==> src/rtl/core/assert_macros.svh <==
// ----------------------------------------------------------------------------
// assert_macros.svh
// concurrent assertion helpers shared by the rtl
// ----------------------------------------------------------------------------
`ifndef ASSERT_MACROS_SVH
`define ASSERT_MACROS_SVH

// same-cycle implication, disabled during reset
`define ASSERT_IMPLY(label, clk, rst_n, ante, cons) \
  label: assert property (@(posedge clk) disable iff (!(rst_n)) (ante) |-> (cons)) \
    else $error("assertion failed: same-cycle implication");

// next-cycle implication, disabled during reset
`define ASSERT_NEXT(label, clk, rst_n, ante, cons) \
  label: assert property (@(posedge clk) disable iff (!(rst_n)) (ante) |=> (cons)) \
    else $error("assertion failed: next-cycle implication");

`endif

==> src/rtl/core/macp_pkg.sv <==
// ----------------------------------------------------------------------------
// macp_pkg
// types, constants and helpers of the mac address text parser
// ----------------------------------------------------------------------------
package macp_pkg;

  localparam int unsigned AddressBytes = 6;
  localparam int unsigned AddrWidth    = 48;

  localparam logic [2:0] LastPair  = 3'(AddressBytes);
  localparam logic [7:0] CharNul   = 8'h00;
  localparam logic [7:0] CharSpace = 8'h20;
  localparam logic [7:0] CharColon = 8'h3A;

  localparam logic StatusOk  = 1'b0;
  localparam logic StatusBad = 1'b1;

  typedef enum logic [2:0] {
    PhLead  = 3'd0,
    PhHi    = 3'd1,
    PhLo    = 3'd2,
    PhSep   = 3'd3,
    PhTrail = 3'd4,
    PhErr   = 3'd5
  } phase_e;

  typedef struct packed {
    phase_e                 phase;
    logic [2:0]             pair_index;
    logic [3:0]             high_nibble;
    logic [AddrWidth-1:0]   acc;
  } parse_state_t;

  typedef struct packed {
    logic                 valid;
    logic                 status;
    logic [AddrWidth-1:0] mac;
  } parse_result_t;

  typedef struct packed {
    logic       ok;
    logic [3:0] value;
  } hex_digit_t;

  localparam parse_state_t StateReset = '{
    phase:       PhLead,
    pair_index:  3'd0,
    high_nibble: 4'd0,
    acc:         '0
  };

  function automatic hex_digit_t hex_digit(input logic [7:0] ch);
    hex_digit_t d;
    d.ok    = 1'b1;
    d.value = 4'd0;
    if (ch >= 8'h30 && ch <= 8'h39) begin
      d.value = 4'(ch - 8'h30);
    end else if (ch >= 8'h61 && ch <= 8'h66) begin
      d.value = 4'(ch - 8'h61 + 8'd10);
    end else if (ch >= 8'h41 && ch <= 8'h46) begin
      d.value = 4'(ch - 8'h41 + 8'd10);
    end else begin
      d.ok = 1'b0;
    end
    return d;
  endfunction

endpackage

==> src/rtl/core/mac_address_text_parser.sv <==
// ----------------------------------------------------------------------------
// mac_address_text_parser
// parses AA:BB:CC:DD:EE:FF text, one character per transaction, into a
// 48-bit address and a status, one result per NUL-terminated string
// ----------------------------------------------------------------------------
//   channel   direction  signals                                   payload
//   in        input      in_valid_i / in_ready_o                   char_byte_i
//   out       output     out_valid_o / out_ready_i                 parse_status_o, mac_address_o
//
// one character per cycle unless a NUL stalls on the output; each character is held in the
// input register, the parser state updates as it leaves, and a NUL loads the result register
// reset puts the parser in its leading-space phase with empty input/output
// registers; only a NUL waits on a full output register that is not taken,
// other characters keep flowing while a result is pending
// ----------------------------------------------------------------------------
`include "assert_macros.svh"

module mac_address_text_parser import macp_pkg::*; (
  input  logic                 clk_i,
  input  logic                 rst_ni,
  input  logic                 in_valid_i,
  output logic                 in_ready_o,
  input  logic [7:0]           char_byte_i,
  output logic                 out_valid_o,
  input  logic                 out_ready_i,
  output logic                 parse_status_o,
  output logic [AddrWidth-1:0] mac_address_o
);

  logic                 in_valid_q;
  logic [7:0]           char_q;
  parse_state_t         state_q;
  parse_state_t         state_d;
  parse_result_t        result;
  logic                 out_valid_q;
  logic                 out_valid_d;
  logic                 status_q;
  logic [AddrWidth-1:0] mac_q;
  logic                 fire;

  macp_step u_step (
    .state_i  (state_q),
    .char_i   (char_q),
    .state_o  (state_d),
    .result_o (result)
  );

  assign fire        = in_valid_q && (!result.valid || !out_valid_q || out_ready_i);
  assign in_ready_o  = !in_valid_q || fire;
  assign out_valid_d = (fire && result.valid) || (out_valid_q && !out_ready_i);

  always_ff @(posedge clk_i or negedge rst_ni) begin
    if (!rst_ni) begin
      in_valid_q  <= 1'b0;
      out_valid_q <= 1'b0;
      state_q     <= StateReset;
    end else begin
      if (in_ready_o) begin
        in_valid_q <= in_valid_i;
      end
      out_valid_q <= out_valid_d;
      if (fire) begin
        state_q <= state_d;
      end
    end
  end

  always_ff @(posedge clk_i) begin
    if (in_valid_i && in_ready_o) begin
      char_q <= char_byte_i;
    end
    if (fire && result.valid) begin
      status_q <= result.status;
      mac_q    <= result.mac;
    end
  end

  assign out_valid_o    = out_valid_q;
  assign parse_status_o = status_q;
  assign mac_address_o  = mac_q;

  `ASSERT_IMPLY(a_bad_zero, clk_i, rst_ni, out_valid_o && parse_status_o == StatusBad, mac_address_o == '0)
  `ASSERT_NEXT(a_nul_result, clk_i, rst_ni, fire && char_q == CharNul, out_valid_q)
  `ASSERT_NEXT(a_nul_restart, clk_i, rst_ni, fire && char_q == CharNul, state_q.phase == PhLead && state_q.pair_index == 3'd0)
  `ASSERT_NEXT(a_stage_hold, clk_i, rst_ni, in_valid_q && !fire, in_valid_q && $stable(char_q))

endmodule

==> src/rtl/core/macp_step.sv <==
// ----------------------------------------------------------------------------
// macp_step
// next-state and result logic for one character of the address string
// ----------------------------------------------------------------------------
module macp_step import macp_pkg::*; (
  input  parse_state_t  state_i,
  input  logic [7:0]    char_i,
  output parse_state_t  state_o,
  output parse_result_t result_o
);

  hex_digit_t digit;
  logic [2:0] pair_next;

  assign digit     = hex_digit(char_i);
  assign pair_next = state_i.pair_index + 3'd1;

  always_comb begin
    state_o         = state_i;
    result_o.valid  = 1'b0;
    result_o.status = StatusOk;
    result_o.mac    = '0;
    if (char_i == CharNul) begin
      result_o.valid = 1'b1;
      if (state_i.phase == PhTrail) begin
        result_o.status = StatusOk;
        result_o.mac    = state_i.acc;
      end else begin
        result_o.status = StatusBad;
      end
      state_o = StateReset;
    end else begin
      unique case (state_i.phase)
        PhLead, PhHi: begin
          if (!(state_i.phase == PhLead && char_i == CharSpace)) begin
            if (!digit.ok) begin
              state_o.phase = PhErr;
            end else begin
              state_o.high_nibble = digit.value;
              state_o.phase       = PhLo;
            end
          end
        end
        PhLo: begin
          if (!digit.ok) begin
            state_o.phase = PhErr;
          end else begin
            state_o.acc        = {state_i.acc[AddrWidth-9:0], state_i.high_nibble, digit.value};
            state_o.pair_index = pair_next;
            if (pair_next == LastPair || pair_next == 3'd0) begin
              state_o.phase = PhTrail;
            end else begin
              state_o.phase = PhSep;
            end
          end
        end
        PhSep: begin
          state_o.phase = (char_i == CharColon) ? PhHi : PhErr;
        end
        PhTrail: begin
          if (char_i != CharSpace) begin
            state_o.phase = PhErr;
          end
        end
        default: begin
          state_o.phase = PhErr;
        end
      endcase
    end
  end

endmodule
==> config.mk <==
export PLATFORM = sky130hd
export DESIGN_NAME = mac_address_text_parser
export DESIGN_NICKNAME = d
export VERILOG_FILES = /design/src/rtl/core/macp_pkg.sv /design/src/rtl/core/mac_address_text_parser.sv /design/src/rtl/core/macp_step.sv
export VERILOG_INCLUDE_DIRS = /design/src /design/src/rtl/core
export SDC_FILE = /design/constraint.sdc
export NUM_CORES = 1
export LEC_CHECK = 0
export ABC_CLOCK_PERIOD_IN_PS = 9600
export CAP_MARGIN = 40
export CELL_PAD_IN_SITES_DETAIL_PLACEMENT = 1
export CELL_PAD_IN_SITES_GLOBAL_PLACEMENT = 1
export CORE_MARGIN = 1.5
export CORE_UTILIZATION = 55
export DETAILED_ROUTE_END_ITERATION = 6
export DONT_BUFFER_PORTS = 1
export GPL_ROUTABILITY_DRIVEN = 0
export PLACE_DENSITY_LB_ADDON = 0.1
export REMOVE_ABC_BUFFERS = 1
export SKIP_LAST_GASP = 1
export SLEW_MARGIN = 25
export SYNTH_ARGS = -nofsm -noshare
export SYNTH_HDL_FRONTEND = slang
export SYNTH_HIERARCHICAL = 1
export SYNTH_SLANG_ARGS = --single-unit
export TNS_END_PERCENT = 100
==> constraint.sdc <==
create_clock -name clk_i -period 9.6 [get_ports clk_i]
set_input_delay 1.44 -clock clk_i [delete_from_list [all_inputs] [get_ports clk_i]]
set_output_delay 1.44 -clock clk_i [all_outputs]
set_load 0.05 [all_outputs]
---- After elaboration in Yosys (flattened, before gate mapping) ----
Index checks and enable logic that the tools add are counted.
operators by class
  multiplexer cells ....................... 24
  order comparisons ....................... 6
  equality and inequality tests ........... 11
  $mul .................................... 0
  add/subtract/negate cells ............... 6
  shifts and indexed selects .............. 0
  div/mod/pow operators ................... 0
  reduce and logical (&&, ||, !) cells .... 28
  bitwise operators ....................... 0
operators by type and width
  operator                                                                             count
  48-bit two-way mux                                                                   3
  58-bit two-way mux                                                                   1
  50-bit two-way mux                                                                   1
  3-bit two-way mux                                                                    8
  4-bit two-way mux                                                                    6
  8-bit by 6-bit == test with 1-bit output, second input constant                      2
  8-bit by 7-bit greater-or-equal comparator with 1-bit output, second input constant  2
  8-bit by 7-bit <= comparator with 1-bit output, second input constant                2
  3-bit one-hot mux with 4 select lines                                                1
  4-bit by 1-bit subtractor with 4-bit output, second input constant                   3
  4-bit adder, second input constant                                                   2
  8-bit by 6-bit greater-or-equal comparator with 1-bit output, second input constant  1
  8-bit by 6-bit <= comparator with 1-bit output, second input constant                1
  1-bit logical AND                                                                    8
  8-bit logical NOT                                                                    1
  8-bit by 6-bit inequality test with 1-bit output, second input constant              1
  3-bit by 2-bit == test with 1-bit output, second input constant                      2
  3-bit == test, second input constant                                                 2
  3-bit logical NOT                                                                    2
  3-bit by 2-bit inequality test with 1-bit output, second input constant              2
  3-bit AND reduction                                                                  2
  2-bit nonzero test                                                                   3
  1-bit logical OR                                                                     5
  1-bit logical NOT                                                                    4
  7 further kinds                                                                      10
word-level totals
  flip-flop bits (word level) ............. 117
  word-level logic and storage cells ...... 84
  output and inout port bits .............. 51
  bits in latches ......................... 0
  memories kept ........................... 0
  input port bits ......................... 12
  memory bits (writable) .................. 0
  bits in read-only memories .............. 0

---- Depth between registers and ports, before layout ----
  word-level depth ........................ 9
  gate-level depth with buffers ........... 12
  depth with buffers taken out ............ 9

---- Hierarchy ----
Netlist, hierarchy kept.
by module, submodules not included
  module                   instances  area each (sq um)  cells an instance
  mac_address_text_parser  1          5091.1             398
  macp_step                1          2244.7             319

---- Worst setup path after synthesis ----
No wires, ideal clock.
  path kind ............................... register to register
  from .................................... reg char_q[0]
  to ...................................... reg mac_q[0], in the netlist mac_address_o[0], enable pin
  setup time .............................. 0.456 ns
  required time ........................... 9.144 ns
  path slack .............................. 5.001 ns
  cell stages (with the launch flop) ...... 11
  period minus slack after synthesis ...... 4.599 ns
  arrival ................................. 4.144 ns
  cell sequence ........................... edfxtp_1 > inv_1 > ha_1 > nor4b_1 > nand2_1 > inv_2 > clkbuf_1 > buf_2 > buf_2 > nand2_1 > nor2_1
RTL lines
  what                      line                           source
  start: declaration        mac_address_text_parser.sv:31  logic [7:0] char_q;
  start signal: assignment  mac_address_text_parser.sv:70  char_q <= char_byte_i;
  end signal: assignment    mac_address_text_parser.sv:74  mac_q <= result.mac;
  end: declaration          mac_address_text_parser.sv:38  logic [AddrWidth-1:0] mac_q;

==> flow_metrics.env <==
export IMPL_post_route_cells_drive_above_1_share_pct=17.7
export IMPL_grt_max_degree=74
export IMPL_synth_edf_count=57
export IMPL_cts_tree="done"
export IMPL_crit_chain="inv_1 > ha_1 > nor4b_1 > nand2_1 > clkinv_2 > nand3_1"
export IMPL_port_buffers=0
export IMPL_vias_per_cell=6.76
export IMPL_clock_path_buffers=2
export IMPL_reg2reg_slack_ps=6030
export IMPL_fmax_ghz=0.235
export IMPL_first_global_vias=6277
export IMPL_post_cts_resized=0
export IMPL_drtAntennaViolNets=0
export IMPL_htreeDepth=4
export IMPL_ys_top_cells_by_count="nand2_1, nand2b_1, dfrtp_1, o211ai_2, nand4b_1"
export IMPL_drtPass1Iterations=5
export IMPL_timing_final_crit_share_pct=44.3
export IMPL_holdCritPathClass="reg -> reg"
export IMPL_syn_area_per_cell_um2=10.2
export IMPL_path_buf_inv=2
export IMPL_startpoint_type="register"
export IMPL_yosysWarnings=6
export IMPL_die_area_um2=14000
export IMPL_crit_family="simple AND/OR/NAND/NOR gates"
export IMPL_start_util_pct=55.8
export IMPL_clkTransAtPathRegs_ps=60
export IMPL_post_cts_buffers=0
export IMPL_numCtsBuffers=17
export IMPL_antenna_found_initial=0
export IMPL_clock_latency_ps=420
export IMPL_p_per_area_nw_per_um2=188
export IMPL_crit_path_end_kind="output pin"
export IMPL_drtIter0Drc=533
export IMPL_async_flop_share_pct=51.3
export IMPL_crit_path_max_fanout=20
export IMPL_synth_cells=717
export IMPL_criticalPathCategory="reg -> out"
export IMPL_cts_root_buffer="clkbuf_16"
export IMPL_io_pins=63
export IMPL_dp_hpwl_um=10800
export IMPL_grt_remaining_overflow=0
export IMPL_slew_headroom_pct=41.4
export IMPL_yosys_area_top_type="edfxtp_1"
export IMPL_drc=0
export IMPL_fp_row_count=42
export IMPL_hold_violations=0
export IMPL_grt_first_pass_wirelength_um=33600
export IMPL_ys_ff_latch=117
export IMPL_synth_area_um2=7340
export IMPL_leakage_nw=3.14
export IMPL_tns_ps=0
export IMPL_yosys_top_cells_area="edfxtp_1, dfrtp_1, o211ai_2, nand4b_1, nand2b_1"
export IMPL_routed_wl_um=20500
export IMPL_holdWs_ps=560
export IMPL_maxCapViolations=0
export IMPL_post_synth_top_count_cell="nand2_1"
export IMPL_synth_cell_type_count=61
export IMPL_max_stage_delay_ps=480
export IMPL_fp_dieW_um=118
export IMPL_diodes=0
export IMPL_status="finished, final reports clean"
export IMPL_grtUsageTotal_pct=30.4
export IMPL_die_h_um=118
export IMPL_synth_top_area_share_pct=23.3
export IMPL_grt_setup_unrepaired="false"
export IMPL_required_ps=8160
export IMPL_crit_slowest_cell="edfxtp_1"
export IMPL_period_needed_ps=4250
export IMPL_finalSetupViolCount=0
export IMPL_irDropWorstVdd_uv=134
export IMPL_seq_area_frac_synth_pct=43.8
export IMPL_coreArea_um2=13100
export IMPL_wire_per_inst_um=23.9
export IMPL_num_vias=5801
export IMPL_slew_viol_final=0
export IMPL_cts_sinks=117
export IMPL_ys_flop_type="dfrtp_1"
export IMPL_finalNetCount=688
export IMPL_fin_skew_ps=7.00
export IMPL_area_growth_pct=8.24
export IMPL_tightestPinTransition_ps=880
export IMPL_worstPathArrival_ps=2810
export IMPL_holdBufCountCts=0
## power by group
group / switching [W] / leakage (nW) / internal, W
registers: 0.0000651 / 1.40 / 0.000565
clock network: 0.000238 / 0.307 / 0.000464
logic: 0.0000811 / 1.43 / 0.0000749
total: 0.000385 / 3.14 / 0.00110
## path summary, 6_finish.rpt
kind	depth (start not counted)	start	to
max	6	char_q[0]	in_ready_o
min	2	state_q[41]	state_q[41]
max reg2reg	8	char_q[0]	mac_address_o[36]
min reg2reg	2	state_q[41]	state_q[41]
max in group asynchronous	0	rst_ni	state_q[42]
min in group asynchronous	0	rst_ni	state_q[4]
## flip-flops by register name, indices dropped and copies added, names as in the netlist
| name | flops |
|---|---|
| state_q | 58 |
| mac_address_o | 48 |
| char_q | 8 |
| in_valid_q | 1 |
| out_valid_o | 1 |
| parse_status_o | 1 |
## metrics by stage
step | std cells | util [%] | cell area [um2] | total power, W | worst slack (ps)
after floorplan | 636 | - | 6890 | 0.000739 | 2020
after global placement | 823 | 55.0 | 7230 | 0.000768 | 6040
after detailed placement | 825 | 55.4 | 7270 | 0.000786 | 5970
after CTS | 857 | 60.3 | 7920 | 0.00149 | 5440
after global routing | 858 | 60.4 | 7940 | 0.00154 | 5340
final | 858 | 60.4 | 7940 | 0.00149 | 5350
## tightest hold or removal path, cell delays in order (launching register included)
cell	delay [ps]
dfrtp_1	390
nand2b_1	80
o211ai_2	60
## metal layers
layer  share of wire (%)  track usage [%]  vias to the layer above
li1                    -                -                     2576
met1                  44             38.6                     3046
met2                  51             52.1                      148
met3                 3.4             5.07                       31
met4                 1.8             11.6                        0
met5                   0                0                        -
## cells by family after synthesis
family / synth area share, %
AND/OR/NAND/NOR: 26.2
AO/OA/AOI/OAI: 21.7
flip-flops: 43.8
buffers and inverters: 6.34
adder cells (fa/ha/maj): 1.33
multiplexers: 0.580
## layout by cell type (no fill, tap or decap), drive strengths merged, types with 5 or more instances in the layout
| cell | netlist | routed |
|---|---|---|
| o211ai | 103 | 103 |
| nand2 | 66 | 66 |
| nand2b | 62 | 62 |
| dfrtp | 60 | 60 |
| nand4b | 58 | 58 |
| edfxtp | 57 | 57 |
| a21oi | 54 | 54 |
| nand3 | 48 | 48 |
| and2 | 48 | 48 |
| clkbuf | 38 | 18 |
| buf | 43 | 14 |
| ha | 7 | 7 |
| clkinv | 0 | 7 |
| nor2 | 6 | 6 |
| o21ai | 6 | 6 |
| bufinv | 0 | 5 |
| inv | 6 | 5 |
## layout make-up
cell class / instances / area, um2
Clock buffer: 18 / 439
Clock inverter: 14 / 208
Fill cell: 1378 / 5200
Inverter: 6 / 23.8
Multi-Input combinational cell: 513 / 3680
Sequential cell: 117 / 3220
Tap cell: 176 / 220
Timing Repair Buffer: 14 / 150
Power figures use the tool's default switching activity.
